## src/rtl/string_to_integer_parser_defines.svh

```systemverilog
// ----------------------------------------------------------------------------
// string_to_integer_parser assertion macros
// concurrent check helpers, empty when SYNTHESIS is defined
// ----------------------------------------------------------------------------
`ifndef STRING_TO_INTEGER_PARSER_DEFINES_SVH
`define STRING_TO_INTEGER_PARSER_DEFINES_SVH

`ifndef SYNTHESIS

// same-cycle implication
`define STIP_ASSERT_IMPLY(label, ante, cons) \
	label: assert property (@(posedge clk) disable iff (!arst_n) (ante) |-> (cons)) \
		else $error("string_to_integer_parser check failed");

// next-cycle implication
`define STIP_ASSERT_NEXT(label, ante, cons) \
	label: assert property (@(posedge clk) disable iff (!arst_n) (ante) |=> (cons)) \
		else $error("string_to_integer_parser check failed");

`else

`define STIP_ASSERT_IMPLY(label, ante, cons)
`define STIP_ASSERT_NEXT(label, ante, cons)

`endif

`endif

```

## src/rtl/stip_pkg.sv

```systemverilog
// ----------------------------------------------------------------------------
// stip_pkg
// shared types, character codes and helpers of the string to integer parser
// ----------------------------------------------------------------------------
package stip_pkg;

	localparam int unsigned CNT_W     = 16;
	localparam logic [CNT_W-1:0] MAX_COUNT = 16'hFFFF;
	localparam int unsigned VALUE_W   = 64;
	localparam int unsigned BASE_W    = 6;
	localparam int unsigned CHAR_W    = 8;

	localparam logic [BASE_W-1:0] BASE_RESET = 6'd10;
	localparam logic [BASE_W-1:0] BASE_AUTO  = 6'd0;
	localparam logic [BASE_W-1:0] BASE_OCT   = 6'd8;
	localparam logic [BASE_W-1:0] BASE_DEC   = 6'd10;
	localparam logic [BASE_W-1:0] BASE_HEX   = 6'd16;
	localparam logic [BASE_W-1:0] BASE_MIN   = 6'd2;
	localparam logic [BASE_W-1:0] BASE_MAX   = 6'd36;

	localparam logic [CHAR_W-1:0] CH_SPACE = 8'h20;
	localparam logic [CHAR_W-1:0] CH_MINUS = 8'h2D;
	localparam logic [CHAR_W-1:0] CH_PLUS  = 8'h2B;
	localparam logic [CHAR_W-1:0] CH_ZERO  = 8'h30;
	localparam logic [CHAR_W-1:0] CH_NINE  = 8'h39;
	localparam logic [CHAR_W-1:0] CH_LO_A  = 8'h61;
	localparam logic [CHAR_W-1:0] CH_LO_X  = 8'h78;
	localparam logic [CHAR_W-1:0] CH_LO_Z  = 8'h7A;
	localparam logic [CHAR_W-1:0] CH_UP_A  = 8'h41;
	localparam logic [CHAR_W-1:0] CH_UP_X  = 8'h58;
	localparam logic [CHAR_W-1:0] CH_UP_Z  = 8'h5A;
	localparam logic [BASE_W-1:0] ALPHA_OFFSET = 6'd10;

	typedef enum logic [2:0] {
		PH_IDLE,
		PH_LEAD,
		PH_SIGNED,
		PH_ZERO,
		PH_HEXPRE,
		PH_DIGITS
	} phase_t;

	// one finished parse, handed from the core to the output register
	typedef struct packed {
		logic                    fire;
		logic [VALUE_W-1:0]      value;
		logic [CNT_W-1:0]        consumed;
	} stip_result_t;

	// digit value of an alphanumeric character, ok low for anything else
	typedef struct packed {
		logic              ok;
		logic [BASE_W-1:0] val;
	} digit_t;

	function automatic digit_t digit_of(input logic [CHAR_W-1:0] c);
		digit_t d;
		d.ok  = 1'b0;
		d.val = '0;
		if (c >= CH_ZERO && c <= CH_NINE) begin
			d.ok  = 1'b1;
			d.val = BASE_W'(c - CH_ZERO);
		end else if (c >= CH_LO_A && c <= CH_LO_Z) begin
			d.ok  = 1'b1;
			d.val = BASE_W'(c - CH_LO_A) + ALPHA_OFFSET;
		end else if (c >= CH_UP_A && c <= CH_UP_Z) begin
			d.ok  = 1'b1;
			d.val = BASE_W'(c - CH_UP_A) + ALPHA_OFFSET;
		end
		return d;
	endfunction

	function automatic logic [CNT_W-1:0] sat_inc(input logic [CNT_W-1:0] n);
		return (n >= MAX_COUNT) ? MAX_COUNT : n + CNT_W'(1);
	endfunction

endpackage

```

## src/rtl/stip_core.sv

```systemverilog
// ----------------------------------------------------------------------------
// stip_core
// per-string parse state and the combinational character step
// ----------------------------------------------------------------------------
module stip_core (
	input  logic                          clk,
	input  logic                          arst_n,
	input  logic                          step_en,
	input  logic [stip_pkg::CHAR_W-1:0]   ch,
	input  logic                          start_req,
	input  logic [stip_pkg::BASE_W-1:0]   number_base,
	output stip_pkg::stip_result_t        res
);
	import stip_pkg::*;

	phase_t               phase_q, phase_d;
	logic                 neg_q, neg_d;
	logic [BASE_W-1:0]    base_q, base_d;
	logic [VALUE_W-1:0]   acc_q, acc_d;
	logic [CNT_W-1:0]     cnt_q, cnt_d;
	logic [CNT_W-1:0]     end_q, end_d;
	logic                 fire;

	// state as seen by this character: a start drops the string in progress
	phase_t               ph_e;
	logic                 neg_e;
	logic [BASE_W-1:0]    base_e;
	logic [VALUE_W-1:0]   acc_e;
	logic [CNT_W-1:0]     cnt_e;
	logic [CNT_W-1:0]     end_e;
	digit_t               dig;

	assign ph_e   = start_req ? PH_LEAD     : phase_q;
	assign neg_e  = start_req ? 1'b0        : neg_q;
	assign base_e = start_req ? number_base : base_q;
	assign acc_e  = start_req ? '0          : acc_q;
	assign cnt_e  = start_req ? '0          : cnt_q;
	assign end_e  = start_req ? '0          : end_q;
	assign dig    = digit_of(ch);

	// next state
	always_comb begin : ns_comb
		logic done;
		done    = 1'b0;
		phase_d = ph_e;
		neg_d   = neg_e;
		base_d  = base_e;
		acc_d   = acc_e;
		cnt_d   = cnt_e;
		end_d   = end_e;
		fire    = 1'b0;
		if (ph_e == PH_IDLE) begin
			done = 1'b1;
		end
		if (!done && phase_d == PH_LEAD) begin
			if (ch == CH_SPACE) begin
				cnt_d = sat_inc(cnt_d);
				done  = 1'b1;
			end else begin
				phase_d = PH_SIGNED;
				if (ch == CH_MINUS || ch == CH_PLUS) begin
					neg_d = (ch == CH_MINUS);
					cnt_d = sat_inc(cnt_d);
					done  = 1'b1;
				end
			end
		end
		if (!done && phase_d == PH_SIGNED) begin
			if ((base_d == BASE_AUTO || base_d == BASE_HEX) && ch == CH_ZERO) begin
				// leading zero counts as a digit; accumulator is still zero
				end_d   = sat_inc(cnt_d);
				cnt_d   = sat_inc(cnt_d);
				phase_d = PH_ZERO;
				done    = 1'b1;
			end else begin
				if (base_d == BASE_AUTO) begin
					base_d = BASE_DEC;
				end
				phase_d = PH_DIGITS;
			end
		end else if (!done && phase_d == PH_ZERO) begin
			if (ch == CH_LO_X || ch == CH_UP_X) begin
				base_d  = BASE_HEX;
				cnt_d   = sat_inc(cnt_d);
				phase_d = PH_HEXPRE;
				done    = 1'b1;
			end else begin
				if (base_d == BASE_AUTO) begin
					base_d = BASE_OCT;
				end
				phase_d = PH_DIGITS;
			end
		end
		if (!done) begin
			if (dig.ok && base_d >= BASE_MIN && base_d <= BASE_MAX && dig.val < base_d) begin
				acc_d   = acc_d * VALUE_W'(base_d) + VALUE_W'(dig.val);
				end_d   = sat_inc(cnt_d);
				cnt_d   = sat_inc(cnt_d);
				phase_d = PH_DIGITS;
			end else begin
				fire    = 1'b1;
				phase_d = PH_IDLE;
			end
		end
	end

	// result; a stop never changes sign, accumulator or end count in its cycle
	always_comb begin
		res.fire     = fire;
		res.value    = '0;
		res.consumed = '0;
		if (end_e != '0) begin
			res.value    = neg_e ? (VALUE_W'(0) - acc_e) : acc_e;
			res.consumed = end_e;
		end
	end

	always_ff @(posedge clk or negedge arst_n) begin
		if (!arst_n) begin
			phase_q <= PH_IDLE;
			neg_q   <= 1'b0;
			base_q  <= '0;
			acc_q   <= '0;
			cnt_q   <= '0;
			end_q   <= '0;
		end else if (step_en) begin
			phase_q <= phase_d;
			neg_q   <= neg_d;
			base_q  <= base_d;
			acc_q   <= acc_d;
			cnt_q   <= cnt_d;
			end_q   <= end_d;
		end
	end

endmodule

```

## src/rtl/string_to_integer_parser.sv

```systemverilog
// ----------------------------------------------------------------------------
// string_to_integer_parser
// streaming strtol-style parser, one character per request
// ----------------------------------------------------------------------------
// usage: send characters on the slave stream, with s_tuser high on the first
// character of each string; leading spaces are skipped, one sign is taken,
// and digits in the base from number_base (0 detects 0x / 0 / decimal from
// the prefix) are accumulated modulo 2^64; the first character that is not a
// digit of the base, NUL included, ends the string and produces one result
// request with the signed value and the count of characters up to the last
// digit (both zero when no digit was seen); input after the end is dropped
// until the next start, and a start in mid-string discards the old string
// without a result. a character register feeds a single step of compare
// logic plus one 64 by 6 multiply-add, and a result register toward the
// master side, so one character is accepted every cycle while the result
// side keeps up. number_base is sampled on the start character and may only
// be written while the parser is idle.
// ----------------------------------------------------------------------------
`include "string_to_integer_parser_defines.svh"

module string_to_integer_parser (
	input  logic                          clk,
	input  logic                          arst_n,
	// configuration
	input  logic                          cfg_we,
	input  logic [stip_pkg::BASE_W-1:0]   cfg_wdata,    // number_base
	// character stream in
	input  logic                          s_tvalid,
	output logic                          s_tready,
	input  logic [7:0]                    s_tdata,      // [7:0] ch
	input  logic                          s_tuser,      // [0] start_req
	// result stream out
	output logic                          m_tvalid,
	input  logic                          m_tready,
	output logic [79:0]                   m_tdata       // [63:0] value, [79:64] consumed
);
	import stip_pkg::*;

	// base register, latched into the core on each start
	logic [BASE_W-1:0]    number_base_q;

	// character stage
	logic                 valid_s1;
	logic [CHAR_W-1:0]    ch_s1;
	logic                 start_s1;

	// result stage
	logic                 out_valid_q;
	logic [VALUE_W-1:0]   value_q;
	logic [CNT_W-1:0]     consumed_q;

	logic                 advance;
	stip_result_t         res;

	always_ff @(posedge clk or negedge arst_n) begin
		if (!arst_n) begin
			number_base_q <= BASE_RESET;
		end else if (cfg_we) begin
			number_base_q <= cfg_wdata;
		end
	end

	// the staged character steps the core as soon as the result slot is free
	// or being emptied in the same cycle
	assign advance  = valid_s1 && (!out_valid_q || m_tready);
	assign s_tready = !valid_s1 || advance;

	always_ff @(posedge clk or negedge arst_n) begin
		if (!arst_n) begin
			valid_s1 <= 1'b0;
		end else if (s_tready) begin
			valid_s1 <= s_tvalid;
		end
	end

	// payload needs no reset
	always_ff @(posedge clk) begin
		if (s_tvalid && s_tready) begin
			ch_s1    <= s_tdata[CHAR_W-1:0];
			start_s1 <= s_tuser;
		end
	end

	stip_core u_core (
		.clk         (clk),
		.arst_n      (arst_n),
		.step_en     (advance),
		.ch          (ch_s1),
		.start_req   (start_s1),
		.number_base (number_base_q),
		.res         (res)
	);

	always_ff @(posedge clk or negedge arst_n) begin
		if (!arst_n) begin
			out_valid_q <= 1'b0;
		end else if (advance && res.fire) begin
			out_valid_q <= 1'b1;
		end else if (m_tready) begin
			out_valid_q <= 1'b0;
		end
	end

	always_ff @(posedge clk) begin
		if (advance && res.fire) begin
			value_q    <= res.value;
			consumed_q <= res.consumed;
		end
	end

	assign m_tvalid = out_valid_q;
	assign m_tdata  = {consumed_q, value_q};

	// an empty result slot never blocks the character side
	`STIP_ASSERT_IMPLY(a_ready_when_empty, !m_tvalid, s_tready)
	// the only cause of input backpressure is a stalled result
	`STIP_ASSERT_IMPLY(a_stall_cause, valid_s1 && !s_tready, m_tvalid && !m_tready)
	// an accepted character is staged in the next cycle
	`STIP_ASSERT_NEXT(a_accept_staged, s_tvalid && s_tready, valid_s1)
	// no digits means a zero value
	`STIP_ASSERT_IMPLY(a_empty_zero, m_tvalid && m_tdata[79:64] == 16'h0000,
		m_tdata[63:0] == 64'h0)

endmodule
```

## config.mk

```make
export PLATFORM = sky130hd
export DESIGN_NAME = string_to_integer_parser
export DESIGN_NICKNAME = d
export VERILOG_FILES = /design/src/rtl/stip_pkg.sv /design/src/rtl/stip_core.sv /design/src/rtl/string_to_integer_parser.sv
export VERILOG_INCLUDE_DIRS = /design/src /design/src/rtl
export SDC_FILE = /design/constraint.sdc
export NUM_CORES = 1
export LEC_CHECK = 0
export ABC_CLOCK_PERIOD_IN_PS = 10600
export BUFFER_PORTS_ARGS = -buffer_cell sky130_fd_sc_hd__buf_2
export CORE_ASPECT_RATIO = 0.9
export CORE_MARGIN = 4
export CORE_UTILIZATION = 50
export DETAILED_ROUTE_END_ITERATION = 8
export PLACE_DENSITY_LB_ADDON = 0.05
export SYNTH_ARGS = -nofsm -noshare
export SYNTH_HDL_FRONTEND = slang
export SYNTH_SLANG_ARGS = --single-unit
```

## constraint.sdc

```tcl
create_clock -name clk -period 10.6 [get_ports clk]
set_input_delay 2.12 -clock clk [delete_from_list [all_inputs] [get_ports clk]]
set_output_delay 2.12 -clock clk [all_outputs]
set_load 0.005 [all_outputs]
```

==> flow_summary_export.csv, run 1 <==
group,metric,value,unit
routing,drc,0,
cells_and_area,fillerInstances,4263,
worst_hold_path,hold-path-cell-count,2,
sta,setup_tns,0,ns
power_and_ir_drop,switching_share,0.381,
yosys,syn_area,23200,µm²
floorplan,num_rows,74,
setup_path,worstSetupStartpointType,"flip-flop",
sta,final.setup.worst_slack,1.51,ns
setup_path,endpoint_kind,"flip-flop",
yosys,synth_top_family_by_area,"adder cells",
placement,dpl_worst_slack,1.61,ns
power_and_ir_drop,combPwrFrac,0.304,
power_and_ir_drop,power_switching,1110,µW
yosys,synth-seq-cells,203,
floorplan,fp.dieH,212,µm
yosys,synthMuxAreaShare,0.0133,
cells_and_area,final_cell_mix,"nor2_1, nand2_1, fa_1, o21ai_0, a21oi_1",
yosys,yosysWarnings,0,
worst_hold_path,min_to,"u_core.end_q[3]",
routing,post_drt_via_cell_ratio,6.03,
setup_path,crit_type,"reg2reg",
yosys,synth.area.top_cells,"fa_1, dfrtp_1, edfxtp_1",
yosys,synth_compound_area_frac,0.152,
grt,grt_overflow,0,
yosys,synthCells,2657,
routing,via_count,19900,
clocking,hold_buffers,0,
setup_path,reg2reg_depth,30,
routing,drtPass1Iterations,5,
sta,finClkSkew,0.0118,ns
grt,grt_pass1_vias,19800,
clocking,clkTransAtPathRegs,0.06,ns
yosys,synth_flop_cell,"dfrtp_1",
routing,detail-route-antenna-nets,0,
power_and_ir_drop,leakage,0.0119,µW
clocking,cts.sinks,203,
setup_path,arrival,9.50,ns
yosys,synth_top_area_frac,0.207,
routing,first_iter_violations,1614,
yosys,synth_top_cell_by_area,"fa_1",
routing,wl_per_cell,21.0,µm
power_and_ir_drop,p_total,2920,µW
clocking,cts_tree,"done",
sta,hold_violations,0,
sta,timing.final.crit_period,9.09,ns
yosys,yosys.area_share.simple,0.215,
sta,finalSetupViolCount,0,
floorplan,die_area,49900,µm²
yosys,synth-xor-area-share,0.0559,
clocking,cts_setup_buffers,0,
power_and_ir_drop,p_int,1810,µW
setup_path,regToRegEndpoint,"u_core.acc_q[56]",
placement,globalplace.congestion,0.954,
sta,fin_crit_sh,0.858,
setup_path,crit_slowest_cell,"o41ai_1",
yosys,synth_edf_count,89,
setup_path,path_max_fanout,20,
worst_hold_path,min_from,"u_core.end_q[3]",
grt,antenna_found_initial,2,
power_and_ir_drop,peakVddDrop,118,µV
worst_hold_path,hold_path.class,"reg2reg",
yosys,synthAdderAreaFrac,0.286,
sta,rsz0062_at_grt,"no",
yosys,async_reset_ff_frac,0.562,
setup_path,rrSetupSlack,1.51,ns
power_and_ir_drop,power_per_cell_area,116,nW/µm²
power_and_ir_drop,seq_power_share,0.374,
cells_and_area,n_antenna_cell,0,
setup_path,required,11.01,ns
yosys,synth_cell_types,93,
cells_and_area,finalNetCount,3080,
clocking,numCtsBuffers,26,
status,status,"complete, no violations",
power_and_ir_drop,clkPwrFrac,0.322,
clocking,clockBufferDepth,3,
yosys,syn-num-nets,3062,
setup_path,slowest_delay,0.82,ns
setup_path,crit_top_cell,"inv_1",
floorplan,die_w,235,µm
clocking,h-tree-depth,1,
routing,totalWireLength,69400,µm
clocking,clockRootBuffer,"clkbuf_16",
floorplan,coreArea,45600,µm²
floorplan,start_util,0.508,
clocking,clk_latency,0.57,ns
grt,grt_max_degree,81,
setup_path,reg2reg_from,"ch_s1[1]",
placement,dp_hpwl,52000,µm
clocking,post_cts_resize_count,0,
sta,max_freq,0.110,GHz
grt,track_usage,0.278,
grt,grt_pass1_wl,112000,µm
sta,slew_headroom,0.236,
floorplan,io_pins,102,
yosys,seq_area_frac_synth,0.239,
sta,worst_pin_slew,1.15,ns
yosys,postSynthAreaPerCell,8.72,µm²
sta,slew_violations,0,
flow_run,max_cap_violations,0,
cells_and_area,final_common_cell,"nor2_1",
cells_and_area,area_delta_synth_final,8.08,%
cells_and_area,drive_above_1_share,0.0920,
placement,port_buffers,101,
[state kept, by name, summed over array words and instances, names as in the netlist, 3 cells and up]
signal and count:
ch_s1 8, consumed_q 16, number_base_q 6, u_core.acc_q 64, u_core.base_q 6, u_core.cnt_q 16
u_core.end_q 16, u_core.phase_q 3, value_q 64
[logic make-up after synthesis]
logic type	Yosys count
buf+inv	241
simple gates	1084
compound gates	568
mux	28
xor+xnor	148
flops	203
fa+ha+maj	385
[layout make-up]
cell class,instances,area [µm²],share of cell area
Timing Repair Buffer,131,733,0.0293
Tap cell,608,761,0.0304
Clock buffer,31,701,0.0280
Multi-Input combinational cell,2213,16800,0.669
Sequential cell,203,5530,0.221
Clock inverter,17,199,0.00794
Inverter,100,375,0.0150
[worst max path at each step]
stage / from / end / slack (ns) / depth (start not counted)
after global placement: ch_s1[1] / u_core.acc_q[56] / 1.84 / 30
after CTS: ch_s1[1] / u_core.acc_q[56] / 1.58 / 30
after floorplan: ch_s1[1] / consumed_q[0] / 1.48 / 16
final: ch_s1[1] / u_core.acc_q[56] / 1.51 / 30
after detailed placement: ch_s1[1] / u_core.acc_q[56] / 1.61 / 30
after global routing: ch_s1[4] / u_core.acc_q[56] / 0.98 / 25
[worst max-delay path, delay by kind of cell, from the launching register on]
family	cells	cell delay, ns
AND/OR/NAND/NOR	4	1.13
AO/OA/AOI/OAI	12	3.83
adder cells (fa/ha/maj)	6	2.56
flip-flops	1	0.47
buffers and inverters	7	0.80
XOR/XNOR	1	0.14
[cells in the mapped netlist, types with 8 or more instances]
library cell,instances
nor2_1,516
nand2_1,241
fa_1,240
o21ai_0,188
a21oi_1,148
ha_1,145
dfrtp_1,112
clkbuf_1,104
inv_1,99
edfxtp_1,89
xor2_1,85
xnor2_1,63
nand3_1,48
nor2b_1,48
nor3_1,42
a21o_1,38
nand4_1,29
a31oi_1,27
nand2b_1,27
nor4_1,27
buf_1,25
o31ai_1,21
o211ai_1,17
or2_2,16
and3_1,15
mux2_2,15
o21a_1,14
and2_1,13
o21bai_1,13
a22o_1,12
o22ai_1,12
or4_1,12
mux2i_1,11
buf_2,9
nand3b_1,9
a311oi_1,8
[metal layers]
metal  up-vias  GRT usage  routed length [µm]
met1      9919      0.402               31600
met5         -          0                   0
met4         0     0.0633                1760
met2       681      0.456               32000
li1       9216          -                   -
met3        91     0.0319                4040
[power by group through the flow]
stage | Combinational [µW] | Sequential (µW) | Clock [µW]
5_1_grt | 976 | 1110 | 996
6_report | 887 | 1090 | 939
4_1_cts | 888 | 1090 | 964
3_3_place_gp | 873 | 1100 | 0
2_1_floorplan | 547 | 1100 | 0
3_5_place_dp | 884 | 1100 | 0
[through the flow]
stage          hold WS (ns)  utilization  std cells  cell area [µm²]
3_5_place_dp          0.475        0.529       3255            24100
3_3_place_gp          0.464        0.529       3255            24100
6_report              0.488        0.549       3303            25000
2_1_floorplan         0.442            -       2657            23200
5_1_grt               0.520        0.549       3303            25000
4_1_cts               0.489        0.549       3303            25000
Note: power is estimated with default switching activity, not from simulation.
==> run 2: changes to the inputs <==
--- a/config.mk
+++ b/config.mk
@@ -8,6 +8,9 @@
 export LEC_CHECK = 0
 export ABC_CLOCK_PERIOD_IN_PS = 10600
 export BUFFER_PORTS_ARGS = -buffer_cell sky130_fd_sc_hd__buf_2
+export CAP_MARGIN = 20
+export CELL_PAD_IN_SITES_DETAIL_PLACEMENT = 0
+export CELL_PAD_IN_SITES_GLOBAL_PLACEMENT = 1
 export CORE_ASPECT_RATIO = 0.9
 export CORE_MARGIN = 4
 export CORE_UTILIZATION = 50
==> run 2 against run 1 <==
  * Worst hold slack got worse by 0.011 ns
  * Flip-flop and latch count did not move
  * Die area did not move
  * Design area fell by 0.41%
  * Sequential share of layout area rose by 0.091 points
  * Sequential power barely moved
  * Worst setup slack got worse by 0.059 ns
  * Count of clock-buffer cells in the layout rose by 2
  * Clock skew rose by 0.0022 ns
  * Critical path depth did not move
==> flow_summary_export.csv, run 2 (same netlist as run 1, synthesis figures left out) <==
group,metric,value,unit
status,status,"complete, no violations",
routing,post_drt_via_cell_ratio,6.00,
setup_path,required,11.01,ns
clocking,cts.sinks,203,
setup_path,worstSetupStartpointType,"flip-flop",
flow_run,max_cap_violations,0,
power_and_ir_drop,p_total,2850,µW
cells_and_area,finalNetCount,3079,
cells_and_area,fillerInstances,4261,
cells_and_area,drive_above_1_share,0.0899,
setup_path,crit_type,"reg2reg",
clocking,clockRootBuffer,"clkbuf_16",
floorplan,die_area,49900,µm²
clocking,hold_buffers,0,
grt,grt_overflow,0,
floorplan,coreArea,45600,µm²
cells_and_area,multi_input_area,16800,µm²
setup_path,endpoint_kind,"flip-flop",
setup_path,arrival,9.56,ns
cells_and_area,n_antenna_cell,0,
cells_and_area,seq_area,5530,µm²
grt,antenna_found_initial,1,
setup_path,rrSetupSlack,1.45,ns
grt,track_usage,0.282,
placement,port_buffers,101,
sta,slew_headroom,0.277,
placement,globalplace.congestion,0.899,
clocking,clockBufferDepth,3,
sta,timing.final.crit_period,9.15,ns
floorplan,io_pins,102,
setup_path,path_max_fanout,24,
cells_and_area,final_common_cell,"nor2_1",
clocking,cts_tree,"done",
sta,hold_violations,0,
clocking,post_cts_resize_count,0,
cells_and_area,final_cells,3300,
floorplan,num_rows,74,
placement,dp_hpwl,53500,µm
clocking,clk_latency,0.56,ns
routing,totalWireLength,70400,µm
sta,finClkSkew,0.0140,ns
clocking,numCtsBuffers,25,
power_and_ir_drop,peakVddDrop,114,µV
clocking,h-tree-depth,1,
grt,grt_pass1_vias,19900,
routing,first_iter_violations,1501,
cells_and_area,area_delta_synth_final,7.63,%
routing,drtPass1Iterations,7,
sta,finalSetupViolCount,0,
cells_and_area,largestRegisters,"u_core.acc_q (64), value_q (64)",
floorplan,start_util,0.508,
setup_path,crit_slowest_cell,"o41ai_1",
routing,via_count,19800,
worst_hold_path,hold_path.class,"reg2reg",
sta,rsz0062_at_grt,"no",
setup_path,crit_top_cell,"inv_1",
sta,worst_pin_slew,1.08,ns
setup_path,slowest_delay,0.86,ns
grt,grt_max_degree,66,
clocking,clkTransAtPathRegs,0.06,ns
cells_and_area,final_cell_mix,"nor2_1, nand2_1, fa_1, o21ai_0, a21oi_1",
power_and_ir_drop,power_per_cell_area,114,nW/µm²
floorplan,fp.dieH,212,µm
grt,grt_pass1_wl,113000,µm
sta,fin_crit_sh,0.864,
power_and_ir_drop,leakage,0.0119,µW
sta,setup_tns,0,ns
routing,wl_per_cell,21.3,µm
routing,detail-route-antenna-nets,0,
floorplan,die_w,235,µm
placement,place.detailed.instances,3255,
clocking,cts_setup_buffers,0,
routing,drc,0,
sta,max_freq,0.109,GHz
sta,slew_violations,0,
run 2: changes by cell type in the layout (fill, tap and decap cells not counted):
cell | previous run | this run
clkbuf_1 | 3 | 8
clkbuf_16 | 27 | 25
clkinv_1 | 4 | 2
bufinv_16 | 4 | 3
clkbuf_8 | 1 | 0
clkinv_2 | 3 | 4
clkinv_4 | 2 | 1
clkinvlp_4 | 3 | 2
inv_6 | 1 | 0
run 2: path summary, 6_finish.rpt:
kind	from	to	depth (start not counted)
max in group asynchronous	arst_n	u_core.acc_q[59]	2
worst max-delay path	ch_s1[1]	u_core.acc_q[56]	30
worst max register to register	ch_s1[1]	u_core.acc_q[56]	30
worst min register to register	u_core.end_q[3]	u_core.end_q[3]	2
min in group asynchronous	arst_n	u_core.end_q[5]	1
worst min-delay path	u_core.end_q[3]	u_core.end_q[3]	2
run 2: report_power, final:
part           switching (µW)  internal, µW  leakage, µW
Sequential               99.8           992      0.00240
Clock                     364           507     0.000383
Combinational             645           247      0.00911
run 2: critical path, delay by kind of cell (launching register included):
kind,cells,cell delay [ns]
AO/OA/AOI/OAI,12,3.71
adder cells (fa/ha/maj),6,2.60
buffers and inverters,7,0.84
flip-flops,1,0.49
AND/OR/NAND/NOR,4,1.21
XOR/XNOR,1,0.14
run 2: layout make-up:
type	instances	share of cell area
timing repair buffer	131	0.0294
multi-input combinational	2213	0.671
tap	608	0.0305
clock buffer	33	0.0263
clock inverter	12	0.00567
inverter	100	0.0150
sequential	203	0.222
run 2: per-stage QoR:
stage	cell area [µm²]	hold WS, ns	setup slack (ns)	utilization
after CTS	24900	0.481	1.56	0.547
final	24900	0.477	1.45	0.547
after global placement	24100	0.457	1.77	0.529
after detailed placement	24100	0.466	1.58	0.529
after global routing	24900	0.519	1.02	0.547
after floorplan	23200	0.442	1.48	-
run 2: routing by layer:
layer,GRT usage,wire length [µm],up-vias
met3,0.0405,4530,97
met5,0,0,-
met2,0.465,32900,617
li1,-,-,9188
met4,0.0646,1730,0
met1,0.401,31200,9892
==> run 3: changes to the inputs <==
--- a/config.mk
+++ b/config.mk
@@ -6,8 +6,8 @@
 export SDC_FILE = /design/constraint.sdc
 export NUM_CORES = 1
 export LEC_CHECK = 0
+export ABC_AREA = 1
 export ABC_CLOCK_PERIOD_IN_PS = 10600
-export BUFFER_PORTS_ARGS = -buffer_cell sky130_fd_sc_hd__buf_2
 export CAP_MARGIN = 20
 export CELL_PAD_IN_SITES_DETAIL_PLACEMENT = 0
 export CELL_PAD_IN_SITES_GLOBAL_PLACEMENT = 1
@@ -15,6 +15,7 @@
 export CORE_MARGIN = 4
 export CORE_UTILIZATION = 50
 export DETAILED_ROUTE_END_ITERATION = 8
+export DONT_BUFFER_PORTS = 1
 export PLACE_DENSITY_LB_ADDON = 0.05
 export SYNTH_ARGS = -nofsm -noshare
 export SYNTH_HDL_FRONTEND = slang
==> run 3 against run 2 <==
  * Combinational power grew to 3.4 times the previous value
  * Die area is 4.3% higher
  * Synthesized cell count is 19% higher
  * Global-route usage is 2.2 points higher
  * Critical path depth is 8 higher
  * First-iteration DRC count is 33% higher
  * Via count is 12% higher
  * Total power is 86% higher
  * Maximum frequency is 7.9% higher
  * Critical endpoint is now u_core.acc_q[54]
  * Largest cell class unchanged
  * Largest power group is now combinational cells
==> flow_summary_export.csv, run 3 <==
group,metric,value,unit
yosys,synth_top_area_frac,0.198,
setup_path,reg2reg_from,"start_s1",
yosys,async_reset_ff_frac,0.562,
grt,track_usage,0.304,
grt,grt_max_degree,115,
yosys,synth-xor-area-share,0.0297,
setup_path,path_max_fanout,24,
routing,first_iter_violations,1996,
setup_path,arrival,8.90,ns
sta,finClkSkew,0.0378,ns
power_and_ir_drop,peakVddDrop,158,µV
routing,totalWireLength,79000,µm
worst_hold_path,hold_path.class,"reg2reg",
clocking,cts_setup_buffers,0,
setup_path,worstSetupStartpointType,"flip-flop",
yosys,synthMuxAreaShare,0.000465,
routing,wl_met3,5920,µm
setup_path,cp-startpoint,"start_s1",
floorplan,fp.dieH,217,µm
clocking,clockRootBuffer,"clkbuf_16",
cells_and_area,largestRegisters,"u_core.acc_q (64), value_q (64)",
yosys,synth_compound_area_frac,0.146,
power_and_ir_drop,power_per_cell_area,207,nW/µm²
yosys,synth_top_cell_by_area,"fa_1",
cells_and_area,drive_above_1_share,0.0635,
setup_path,rrSetupSlack,2.12,ns
placement,dp_hpwl,59700,µm
setup_path,crit_path_end,"u_core.acc_q[54]",
sta,finalSetupViolCount,0,
setup_path,regToRegEndpoint,"u_core.acc_q[54]",
routing,wl_per_cell,21.0,µm
yosys,synthAdderAreaFrac,0.273,
floorplan,num_rows,76,
clocking,h-tree-depth,1,
setup_path,reg2reg_depth,38,
yosys,synth_cell_types,61,
yosys,synth_flop_cell,"dfrtp_1",
setup_path,crit_top_cell,"inv_1",
grt,grt_pass1_vias,21900,
sta,setup_tns,0,ns
yosys,synth_top_family_by_area,"adder cells",
placement,globalplace.congestion,0.960,
yosys,synth.most_common_cell,"nor2_1",
clocking,cts.sinks,203,
sta,slew_violations,0,
power_and_ir_drop,leakage,0.0123,µW
status,status,"complete, no violations",
clocking,cts_tree,"done",
floorplan,die_area,52000,µm²
clocking,clk_latency,0.58,ns
yosys,synth.area.top_cells,"fa_1, dfrtp_1, edfxtp_1",
routing,drtPass1Iterations,6,
yosys,synth_edf_count,89,
yosys,yosysWarnings,0,
floorplan,io_pins,102,
yosys,postSynthAreaPerCell,7.63,µm²
clocking,clkTransAtPathRegs,0.06,ns
setup_path,slowest_delay,0.53,ns
grt,grt_overflow,0,
sta,timing.final.crit_period,8.48,ns
routing,drc,0,
setup_path,endpoint_kind,"flip-flop",
floorplan,start_util,0.505,
flow_run,max_cap_violations,0,
routing,detail-route-antenna-nets,0,
sta,slew_headroom,0.233,
clocking,clockBufferDepth,3,
yosys,synthCells,3175,
setup_path,required,11.02,ns
yosys,seq_area_frac_synth,0.228,
sta,max_freq,0.118,GHz
routing,post_drt_via_cell_ratio,5.89,
clocking,numCtsBuffers,25,
sta,fin_crit_sh,0.800,
routing,via_count,22100,
yosys,syn_area,24200,µm²
floorplan,coreArea,47900,µm²
yosys,yosys.area_share.simple,0.238,
grt,antenna_found_initial,0,
yosys,synth_common_cells,"nor2_1, nand2_1, inv_1",
cells_and_area,n_antenna_cell,0,
sta,hold_ws,0.480,ns
clocking,hold_buffers,0,
floorplan,die_w,240,µm
sta,hold_violations,0,
clocking,post_cts_resize_count,0,
cells_and_area,final_cell_mix,"nor2_1, nand2_1, inv_1, o21ai_0, a21oi_1",
cells_and_area,postLayoutCoreUtil,0.533,
cells_and_area,finalNetCount,3518,
sta,rsz0062_at_grt,"no",
placement,port_buffers,0,
routing,highest_layer,"met4",
yosys,syn-num-nets,3580,
yosys,synth-seq-cells,203,
routing,met1_length,36700,µm
cells_and_area,final_common_cell,"nor2_1",
routing,met2_length,33900,µm
grt,grt_pass1_wl,125000,µm
setup_path,crit_slowest_cell,"fa_1",
sta,worst_pin_slew,1.15,ns
cells_and_area,area_delta_synth_final,5.50,%
setup_path,crit_type,"reg2reg",
run 3: cell types whose count changed in the layout (fill, tap and decap cells not counted), sizes merged, moves of 48 or more:
cell / before / now
a21oi: 148 / 252
buf: 131 / 24
inv: 100 / 405
nand2: 242 / 439
nand3: 50 / 119
nor2: 517 / 662
nor2b: 48 / 0
o21ai: 194 / 328
run 3: how the worst min path moves through the flow:
| stage | from | cells past startpoint | end |
|---|---|---|---|
| global placement | u_core.end_q[12] | 2 | u_core.end_q[12] |
| detailed placement | u_core.end_q[0] | 2 | u_core.end_q[0] |
| global route | u_core.end_q[11] | 2 | u_core.end_q[11] |
| CTS | u_core.end_q[0] | 2 | u_core.end_q[0] |
| floorplan | u_core.base_q[2] | 2 | u_core.base_q[2] |
| finish | u_core.end_q[0] | 2 | u_core.end_q[0] |
run 3: per-layer routing:
layer / up-vias / GRT usage
li1: 10200 / -
met1: 10900 / 0.462
met2: 923 / 0.459
met3: 139 / 0.0409
met4: 0 / 0.0821
met5: - / 0
run 3: critical path: cells and delay by family (launching register included):
| kind | cells | cell delay (ns) |
|---|---|---|
| buffers and inverters | 10 | 1.36 |
| AOI/OAI and AO/OA | 10 | 2.18 |
| DFF | 1 | 0.46 |
| adders and majority gates | 5 | 2.39 |
| and+or+nand+nor | 13 | 1.91 |
run 3: report_power, final:
group	total, µW	internal (µW)	switching [µW]
registers	1370	1200	175
logic	3010	848	2170
clock network	910	523	387
run 3: final cells by class:
cell class,instances,area (µm²)
Clock buffer,30,664
Clock inverter,16,178
Fill cell,4624,22400
Inverter,414,1560
Multi-Input combinational cell,2445,16700
Sequential cell,203,5530
Tap cell,624,781
Timing Repair Buffer,24,178
run 3: stage by stage:
step	cells	area [µm²]	worst slack [ns]	total power, µW
2_1_floorplan	3175	24200	1.71	3400
3_3_place_gp	3709	24700	2.51	4310
3_5_place_dp	3709	24700	2.25	4340
4_1_cts	3755	25500	2.21	5280
5_1_grt	3756	25600	1.31	5710
6_report	3756	25600	2.12	5300
run 3: cells by family (layout without fill, tap and decap cells):
| group | after synthesis | in the layout |
|---|---|---|
| AO/OA/AOI/OAI | 656 | 656 |
| XOR/XNOR | 82 | 82 |
| adder cells (fa/ha/maj) | 385 | 385 |
| buffers and inverters | 527 | 484 |
| flip-flops | 203 | 203 |
| multiplexers | 1 | 1 |
| AND/OR/NAND/NOR | 1321 | 1321 |
